<file path="src/rtl/mdio_management_master_assert.svh">
// Assertion macros for the MDIO management master
`ifndef MDIO_MANAGEMENT_MASTER_ASSERT_SVH
`define MDIO_MANAGEMENT_MASTER_ASSERT_SVH

// same-cycle implication, checked out of reset
`define MDIOMM_ASSERT_NOW(label, ante, cons, msg) \
    label: assert property (@(posedge i_clk) disable iff (!i_rst_n) (ante) |-> (cons)) \
        else $error(msg);

// next-cycle implication, checked out of reset
`define MDIOMM_ASSERT_NEXT(label, ante, cons, msg) \
    label: assert property (@(posedge i_clk) disable iff (!i_rst_n) (ante) |=> (cons)) \
        else $error(msg);

`endif

</file>
<file path="src/rtl/mdiomm_pkg.sv">
// Shared types and constants for the MDIO management master
package mdiomm_pkg;

    typedef enum logic [1:0] {
        FUNC_TICK  = 2'd0,
        FUNC_READ  = 2'd1,
        FUNC_WRITE = 2'd2
    } t_func;

    localparam logic CFG_PHY_ADDRESS = 1'b0;
    localparam logic CFG_HALF_PERIOD = 1'b1;

    localparam int unsigned CFG_DATA_W = 10;
    localparam int unsigned HALF_W     = 10;
    localparam int unsigned BIT_W      = 6;

    localparam logic [HALF_W-1:0] HALF_PERIOD_RESET = HALF_W'(50);

    localparam logic [1:0] START_BITS = 2'b01;
    localparam logic [1:0] OP_READ    = 2'b10;
    localparam logic [1:0] OP_WRITE   = 2'b01;
    localparam logic [1:0] TA_WRITE   = 2'b10;

    localparam logic [BIT_W-1:0] PREAMBLE_BITS    = BIT_W'(32);
    localparam logic [BIT_W-1:0] READ_RELEASE_BIT = BIT_W'(46);
    localparam logic [BIT_W-1:0] READ_CAPTURE_BIT = BIT_W'(48);
    localparam logic [BIT_W-1:0] LAST_BIT         = BIT_W'(63);

    typedef struct packed {
        logic [1:0]  func;
        logic [4:0]  reg_addr;
        logic [15:0] write_data;
        logic        mdio_in;
    } t_item;

    typedef struct packed {
        logic        mdc_level;
        logic        mdio_drive;
        logic        mdio_enable;
        logic        busy_res;
        logic        done_res;
        logic [15:0] read_data;
    } t_result;

endpackage

</file>
<file path="src/rtl/mdiomm_engine.sv">
// Frame sequencer: configuration, MDC phase timing, frame shift and read capture
module mdiomm_engine
    import mdiomm_pkg::*;
(
    input  logic                  i_clk,
    input  logic                  i_rst_n,
    input  logic                  i_step,
    input  t_item                 i_item,
    input  logic                  i_cfg_we,
    input  logic                  i_cfg_idx,
    input  logic [CFG_DATA_W-1:0] i_cfg_data,
    output t_result               o_res
);

    logic [4:0]        r_phy_address;
    logic [HALF_W-1:0] r_half_period;

    logic              r_clock_line,   n_clock_line;
    logic              r_drive_bit,    n_drive_bit;
    logic              r_drive_enable, n_drive_enable;
    logic              r_active,       n_active;
    logic              r_is_read,      n_is_read;
    logic [BIT_W-1:0]  r_bit_index,    n_bit_index;
    logic [HALF_W-1:0] r_phase_count,  n_phase_count;
    logic              r_in_high,      n_in_high;
    logic [31:0]       r_frame_shift,  n_frame_shift;
    logic [15:0]       r_capture,      n_capture;
    logic [15:0]       r_last_read,    n_last_read;
    logic              n_done;

    logic [HALF_W-1:0] phase_inc;
    logic [HALF_W-1:0] half_eff;
    logic              phase_end;
    logic [BIT_W-1:0]  bit_next;
    logic [1:0]        line_next;

    // {enable, level} for a given bit of the frame
    function automatic logic [1:0] line_for_bit(input logic [BIT_W-1:0] b,
                                                input logic rd,
                                                input logic [31:0] fs);
        logic [1:0] res;
        if (b < PREAMBLE_BITS) begin
            res = 2'b11;
        end else if (rd && b >= READ_RELEASE_BIT) begin
            res = 2'b00;
        end else begin
            res = {1'b1, fs[~b[4:0]]};
        end
        return res;
    endfunction

    assign phase_inc = r_phase_count + HALF_W'(1);
    assign half_eff  = (r_half_period == '0) ? HALF_W'(1) : r_half_period;
    assign phase_end = (phase_inc >= half_eff) || (phase_inc == '0);
    assign bit_next  = r_bit_index + BIT_W'(1);
    assign line_next = line_for_bit(bit_next, r_is_read, r_frame_shift);

    always_comb begin
        n_clock_line   = r_clock_line;
        n_drive_bit    = r_drive_bit;
        n_drive_enable = r_drive_enable;
        n_active       = r_active;
        n_is_read      = r_is_read;
        n_bit_index    = r_bit_index;
        n_phase_count  = r_phase_count;
        n_in_high      = r_in_high;
        n_frame_shift  = r_frame_shift;
        n_capture      = r_capture;
        n_last_read    = r_last_read;
        n_done         = 1'b0;
        if ((i_item.func == FUNC_READ || i_item.func == FUNC_WRITE) && !r_active) begin
            if (i_item.func == FUNC_READ) begin
                n_is_read     = 1'b1;
                n_frame_shift = {START_BITS, OP_READ, r_phy_address, i_item.reg_addr, 18'd0};
            end else begin
                n_is_read     = 1'b0;
                n_frame_shift = {START_BITS, OP_WRITE, r_phy_address, i_item.reg_addr,
                                 TA_WRITE, i_item.write_data};
            end
            n_active       = 1'b1;
            n_bit_index    = '0;
            n_phase_count  = '0;
            n_in_high      = 1'b0;
            n_capture      = '0;
            n_clock_line   = 1'b0;
            n_drive_enable = 1'b1;
            n_drive_bit    = 1'b1;
        end else if (i_item.func == FUNC_TICK && r_active) begin
            n_phase_count = phase_inc;
            if (phase_end) begin
                n_phase_count = '0;
                if (!r_in_high) begin
                    if (r_is_read && r_bit_index >= READ_CAPTURE_BIT) begin
                        n_capture = {r_capture[14:0], i_item.mdio_in};
                    end
                    n_clock_line = 1'b1;
                    n_in_high    = 1'b1;
                end else if (r_bit_index == LAST_BIT) begin
                    if (r_is_read) begin
                        n_last_read = r_capture;
                    end
                    n_active       = 1'b0;
                    n_done         = 1'b1;
                    n_drive_enable = 1'b0;
                    n_drive_bit    = 1'b0;
                    n_clock_line   = 1'b1;
                    n_in_high      = 1'b0;
                    n_bit_index    = '0;
                end else begin
                    n_bit_index    = bit_next;
                    n_clock_line   = 1'b0;
                    n_in_high      = 1'b0;
                    n_drive_enable = line_next[1];
                    n_drive_bit    = line_next[0];
                end
            end
        end
    end

    always_ff @(posedge i_clk) begin
        if (!i_rst_n) begin
            r_phy_address  <= '0;
            r_half_period  <= HALF_PERIOD_RESET;
            r_clock_line   <= 1'b1;
            r_drive_bit    <= 1'b0;
            r_drive_enable <= 1'b0;
            r_active       <= 1'b0;
            r_is_read      <= 1'b0;
            r_bit_index    <= '0;
            r_phase_count  <= '0;
            r_in_high      <= 1'b0;
            r_frame_shift  <= '0;
            r_capture      <= '0;
            r_last_read    <= '0;
        end else begin
            if (i_cfg_we) begin
                if (i_cfg_idx == CFG_PHY_ADDRESS) begin
                    r_phy_address <= i_cfg_data[4:0];
                end else begin
                    r_half_period <= i_cfg_data[HALF_W-1:0];
                end
            end
            if (i_step) begin
                r_clock_line   <= n_clock_line;
                r_drive_bit    <= n_drive_bit;
                r_drive_enable <= n_drive_enable;
                r_active       <= n_active;
                r_is_read      <= n_is_read;
                r_bit_index    <= n_bit_index;
                r_phase_count  <= n_phase_count;
                r_in_high      <= n_in_high;
                r_frame_shift  <= n_frame_shift;
                r_capture      <= n_capture;
                r_last_read    <= n_last_read;
            end
        end
    end

    always_comb begin
        o_res.mdc_level   = n_clock_line;
        o_res.mdio_drive  = n_drive_enable & n_drive_bit;
        o_res.mdio_enable = n_drive_enable;
        o_res.busy_res    = n_active;
        o_res.done_res    = n_done;
        o_res.read_data   = n_last_read;
    end

endmodule

</file>
<file path="src/rtl/mdio_management_master.sv">
// Clause-22 MDIO management master: one beat in (tick or start command),
// one result beat out per input beat. Throughput is one beat per clock
// while the output does not stall; an accepted beat sits in the input
// register, is applied to the frame sequencer and lands in the output
// register, from which its result is offered; it waits while the output stalls.
// The only work per beat is one phase
// counter increment and compare plus a bit select, so nothing iterates.
// The output register decouples the two sides; the input side stalls only
// while both the input and output registers are full and the output stalls.
module mdio_management_master
    import mdiomm_pkg::*;
(
    input  logic                  i_clk,
    input  logic                  i_rst_n,
    input  logic                  i_in_valid,
    output logic                  o_in_stall,
    input  logic [1:0]            i_func,
    input  logic [4:0]            i_reg_addr,
    input  logic [15:0]           i_write_data,
    input  logic                  i_mdio_in,
    output logic                  o_out_valid,
    input  logic                  i_out_stall,
    output logic                  o_mdc_level,
    output logic                  o_mdio_drive,
    output logic                  o_mdio_enable,
    output logic                  o_busy_res,
    output logic                  o_done_res,
    output logic [15:0]           o_read_data,
    input  logic                  i_cfg_we,
    input  logic                  i_cfg_idx,
    input  logic [CFG_DATA_W-1:0] i_cfg_data
);

`include "mdio_management_master_assert.svh"

    logic    r_in_valid;
    t_item   r_item;
    logic    r_out_valid;
    t_result r_res;
    t_result step_res;
    logic    advance;
    logic    accept;

    assign advance    = r_in_valid && (!r_out_valid || !i_out_stall);
    assign o_in_stall = r_in_valid && !advance;
    assign accept     = i_in_valid && !o_in_stall;

    mdiomm_engine u_engine (
        .i_clk      (i_clk),
        .i_rst_n    (i_rst_n),
        .i_step     (advance),
        .i_item     (r_item),
        .i_cfg_we   (i_cfg_we),
        .i_cfg_idx  (i_cfg_idx),
        .i_cfg_data (i_cfg_data),
        .o_res      (step_res)
    );

    always_ff @(posedge i_clk) begin
        if (!i_rst_n) begin
            r_in_valid  <= 1'b0;
            r_out_valid <= 1'b0;
        end else begin
            if (accept) begin
                r_in_valid <= 1'b1;
            end else if (advance) begin
                r_in_valid <= 1'b0;
            end
            if (advance) begin
                r_out_valid <= 1'b1;
            end else if (!i_out_stall) begin
                r_out_valid <= 1'b0;
            end
        end
        if (accept) begin
            r_item <= '{func: i_func, reg_addr: i_reg_addr,
                        write_data: i_write_data, mdio_in: i_mdio_in};
        end
        if (advance) begin
            r_res <= step_res;
        end
    end

    assign o_out_valid   = r_out_valid;
    assign o_mdc_level   = r_res.mdc_level;
    assign o_mdio_drive  = r_res.mdio_drive;
    assign o_mdio_enable = r_res.mdio_enable;
    assign o_busy_res    = r_res.busy_res;
    assign o_done_res    = r_res.done_res;
    assign o_read_data   = r_res.read_data;

    `MDIOMM_ASSERT_NOW(a_done_not_busy, o_out_valid && o_done_res, !o_busy_res, "done while busy")
    `MDIOMM_ASSERT_NOW(a_idle_line, o_out_valid && !o_busy_res, o_mdc_level && !o_mdio_enable, "idle line not parked")
    `MDIOMM_ASSERT_NOW(a_released_low, o_out_valid && !o_mdio_enable, !o_mdio_drive, "released line driven high")
    `MDIOMM_ASSERT_NEXT(a_step_fills_out, advance, r_out_valid, "stepped beat lost")

endmodule

</file>
<file path="config.mk">
export PLATFORM = sky130hd
export DESIGN_NAME = mdio_management_master
export DESIGN_NICKNAME = d
export VERILOG_FILES = /design/src/rtl/mdiomm_pkg.sv /design/src/rtl/mdiomm_engine.sv /design/src/rtl/mdio_management_master.sv
export VERILOG_INCLUDE_DIRS = /design/src /design/src/rtl
export SDC_FILE = /design/constraint.sdc
export NUM_CORES = 1
export LEC_CHECK = 0
export BUFFER_PORTS_ARGS = -buffer_cell sky130_fd_sc_hd__buf_2
export CORE_ASPECT_RATIO = 0.9
export CORE_UTILIZATION = 25
export DETAILED_ROUTE_END_ITERATION = 16
export GPL_ROUTABILITY_DRIVEN = 0
export PLACE_DENSITY = 0.53
export SLEW_MARGIN = 0
export SYNTH_ARGS = -nofsm -noshare
export SYNTH_HDL_FRONTEND = slang
export SYNTH_SLANG_ARGS = --single-unit
</file>
<file path="constraint.sdc">
create_clock -name i_clk -period 2.96 [get_ports i_clk]
set_clock_uncertainty 0.05 [all_clocks]
set_input_delay 0.444 -clock i_clk [delete_from_list [all_inputs] [get_ports i_clk]]
set_output_delay 0.444 -clock i_clk [all_outputs]
set_load 0.1 [all_outputs]
</file>
==> results.sh <==
export IMPL_status="complete, no violations"
export IMPL_rows=55
export IMPL_synth_cell_area_sq_um=6510
export IMPL_grt_max_degree=85
export IMPL_cts_root_buf="clkbuf_16"
export IMPL_async_flop_share_pct=0
export IMPL_crit_top_cell="a21o_1"
export IMPL_nFillCells=2701
export IMPL_cp_required_ns=3.07
export IMPL_via_per_inst=4.47
export IMPL_start_util_pct=25.7
export IMPL_worstSetupPathType="register to register"
export IMPL_cp_max_fo=8
export IMPL_synth_top_family_by_area="simple AND/OR/NAND/NOR gates"
export IMPL_hp_class="primary input to register"
export IMPL_synth_distinct_cells=62
export IMPL_synthSimpleGateAreaFrac_pct=18.1
export IMPL_syn_mean_instance_area_sq_um=10.3
export IMPL_synth_seq_area_share_pct=51.2
export IMPL_fp_dieH_um=155
export IMPL_cap_violations=0
export IMPL_fin_ws_ns=0.112
export IMPL_endpoint_kind="register"
export IMPL_antenna_found_initial=0
export IMPL_worstPathArrival_ns=2.96
export IMPL_synth_xor_area_share_pct=1.86
export IMPL_io_buffer_count=62
export IMPL_synth_flop_cell="dfxtp_1"
export IMPL_wl_per_cell_um=13.9
export IMPL_cts_tree="built"
export IMPL_power_frac_seq_pct=46.1
export IMPL_synthTopCellsByArea="dfxtp_1 (30%), edfxtp_1 (21%), nand2_1 (6.9%)"
export IMPL_placedCellCount=1032
export IMPL_synth_compound_area_share_pct=13.8
export IMPL_max_freq_ghz=0.351
export IMPL_cpPeakStageDelay_ns=0.37
export IMPL_synth_nets=687
export IMPL_ios=63
export IMPL_finalHoldViolations=0
export IMPL_vias=4782
export IMPL_final_nets=768
export IMPL_yosysTopAreaCell="dfxtp_1"
export IMPL_numCtsBuffers=17
export IMPL_setup_viol=0
export IMPL_p_leak_nw=3.11
export IMPL_grt_usage_pct=11.4
export IMPL_die_w_um=172
export IMPL_preCtsSetupSlack_ns=-0.0409
export IMPL_htreeDepth=4
export IMPL_clkTransAtPathRegs_ns=0.06
export IMPL_stdcell_count=1069
export IMPL_drtAntennaViolNets=0
export IMPL_sw_frac_of_total_pct=26.2
export IMPL_holdBufCountCts=0
export IMPL_synth_edff_count=45
export IMPL_final_min_period_over_clock_period_pct=96.2
export IMPL_fin_crit_ns=2.85
export IMPL_worst_pin_slew_ns=1.00
export IMPL_multiInputGateArea_sq_um=3040
export IMPL_first_iter_violations=229
export IMPL_comb_power_share_pct=8.1
export IMPL_seq_area_sq_um=3350
export IMPL_synth_top_area_share_pct=30.4
export IMPL_synthAdderAreaFrac_pct=2.69
export IMPL_p_per_area_nw_per_um2=569
export IMPL_die_area_sq_um=26700
export IMPL_intPower_mw=3.41
export IMPL_synth_mux_area_share_pct=8.50
export IMPL_drt_pass1_iter_count=5
export IMPL_rrSetupSlack_ns=0.11
export IMPL_drt_total_wl_um=14900
export IMPL_cp_start_kind="register"
export IMPL_overflow=0
export IMPL_core_area_sq_um=25300
export IMPL_drc=0
export IMPL_area_growth_pct=24.7
export IMPL_final_common_cell="nand2_1"
export IMPL_ys_warnings_count=0
export IMPL_grt_pass1_vias=4641
export IMPL_slew_headroom_pct=32.9
export IMPL_clock_sinks=144
export IMPL_grt_pass1_wl_um=23700
export IMPL_final_cell_mix="nand2_1 (120), dfxtp_1 (93), buf_2 (62), edfxtp_1 (45), a21boi_0 (34)"
export IMPL_power_switching_mw=1.21
export IMPL_drive_above_1_share_pct=25.4
export IMPL_critPathSlowestCell="dfxtp_4"
export IMPL_syn_inst=633
export IMPL_ys_seq_elements=144
export IMPL_clkPwrFrac_pct=45.9
export IMPL_place_hpwl_um=9830
export IMPL_crit_chain="ha_2, and2_4, nand4_1, xnor2_1, ha_1, a21o_1, a21o_1, a21o_1, a21oi_4, nand2_4, nand2_8, mux2_2"
export IMPL_slew_violations=0
export IMPL_cts_buffer_depth=2
export IMPL_vdd_ir_drop_max_mv=0.350
export IMPL_clk_latency_ns=0.42
export IMPL_antenna_cells=0
[state kept, by name, summed over array words and instances (netlist names)]
register                 cells
u_engine.r_phase_count      10
u_engine.r_in_high           1
u_engine.r_bit_index         6
r_in_valid                   1
o_mdc_level                  1
u_engine.r_phy_address       5
u_engine.r_active            1
o_read_data                 16
o_mdio_drive                 1
o_mdio_enable                1
u_engine.r_last_read        16
u_engine.r_clock_line        1
u_engine.r_drive_bit         1
u_engine.r_drive_enable      1
u_engine.r_capture          16
o_done_res                   1
u_engine.r_frame_shift      29
r_item                      24
u_engine.r_half_period      10
o_out_valid                  1
o_busy_res                   1
[layout make-up]
class	count	share of cell area [%]
clock inverter	14	1.74
inverter	18	0.832
timing repair buffer	98	8.03
clock buffer	18	5.41
multi-input combinational	435	37.5
tap	342	5.27
sequential	144	41.2
[per-layer routing]
| metal | global-route usage (%) | share of wire [%] | wire length, um |
|---|---|---|---|
| met1 | 14.8 | 49 | 7340 |
| met2 | 18.6 | 47 | 6960 |
| met3 | 3.28 | 3.2 | 475 |
| met4 | 2.70 | 0.67 | 100 |
| met5 | 0 | 0 | 0 |
[timing repair]
action / in CTS / in global routing
buffers inserted: 0 / 3
endpoints found under the setup margin: 16 / 67
gates resized for setup: 1 / 24
pin swaps: 1 / 7
cloned: 0 / 2
[cells in the mapped netlist, types with 7 or more instances]
master / n
a21boi_0: 34
nand3_1: 34
mux2i_1: 26
nor3_1: 8
xnor2_1: 7
o31ai_1: 16
dfxtp_1: 99
clkbuf_1: 22
inv_1: 17
mux2_2: 16
nand3b_1: 17
nor2b_1: 10
nand2_1: 120
o21ai_0: 14
ha_1: 14
a21oi_1: 10
nor2_1: 14
edfxtp_1: 45
[metrics by stage]
stage,hold slack [ns],cell area (sq um),power (mW),setup TNS [ns],util [%]
after floorplan,0.385,6530,2.43,0,-
after global placement,0.392,7350,2.54,0,29.0
after detailed placement,0.400,7350,2.55,-0.441,29.0
after CTS,0.128,7940,4.68,0,31.4
after global routing,0.123,8120,4.80,-0.0864,32.1
final,0.148,8120,4.62,0,32.1
[worst max-delay path, delay by kind of cell (launching register included)]
kind / cells / cell delay, ns
flops: 1 / 0.37
mux: 1 / 0.35
fa+ha+maj: 2 / 0.38
simple gates: 4 / 0.57
compound gates: 4 / 0.71
xor+xnor: 1 / 0.17
[cells by family after synthesis]
kind of cell    after synthesis
fa+ha+maj                    14
mux                          47
buf+inv                      55
xor+xnor                     13
flops                       144
simple gates                239
compound gates              121
[power groups by stage]
stage	registers [mW]	logic, mW	clock network (mW)
2_1_floorplan	2.28	0.148	0
3_3_place_gp	2.17	0.369	0
3_5_place_dp	2.17	0.371	0
4_1_cts	2.13	0.372	2.18
5_1_grt	2.13	0.403	2.27
6_report	2.13	0.372	2.12
[path summary, 6_finish.rpt]
kind	to	from	cells after the start
max	o_read_data[13]	u_engine.r_phase_count[0]	12
min	r_item[2]	i_write_data[1]	1
max reg2reg	o_read_data[13]	u_engine.r_phase_count[0]	12
min reg2reg	u_engine.r_last_read[6]	u_engine.r_last_read[6]	2
Power figures use the tool's default switching activity.
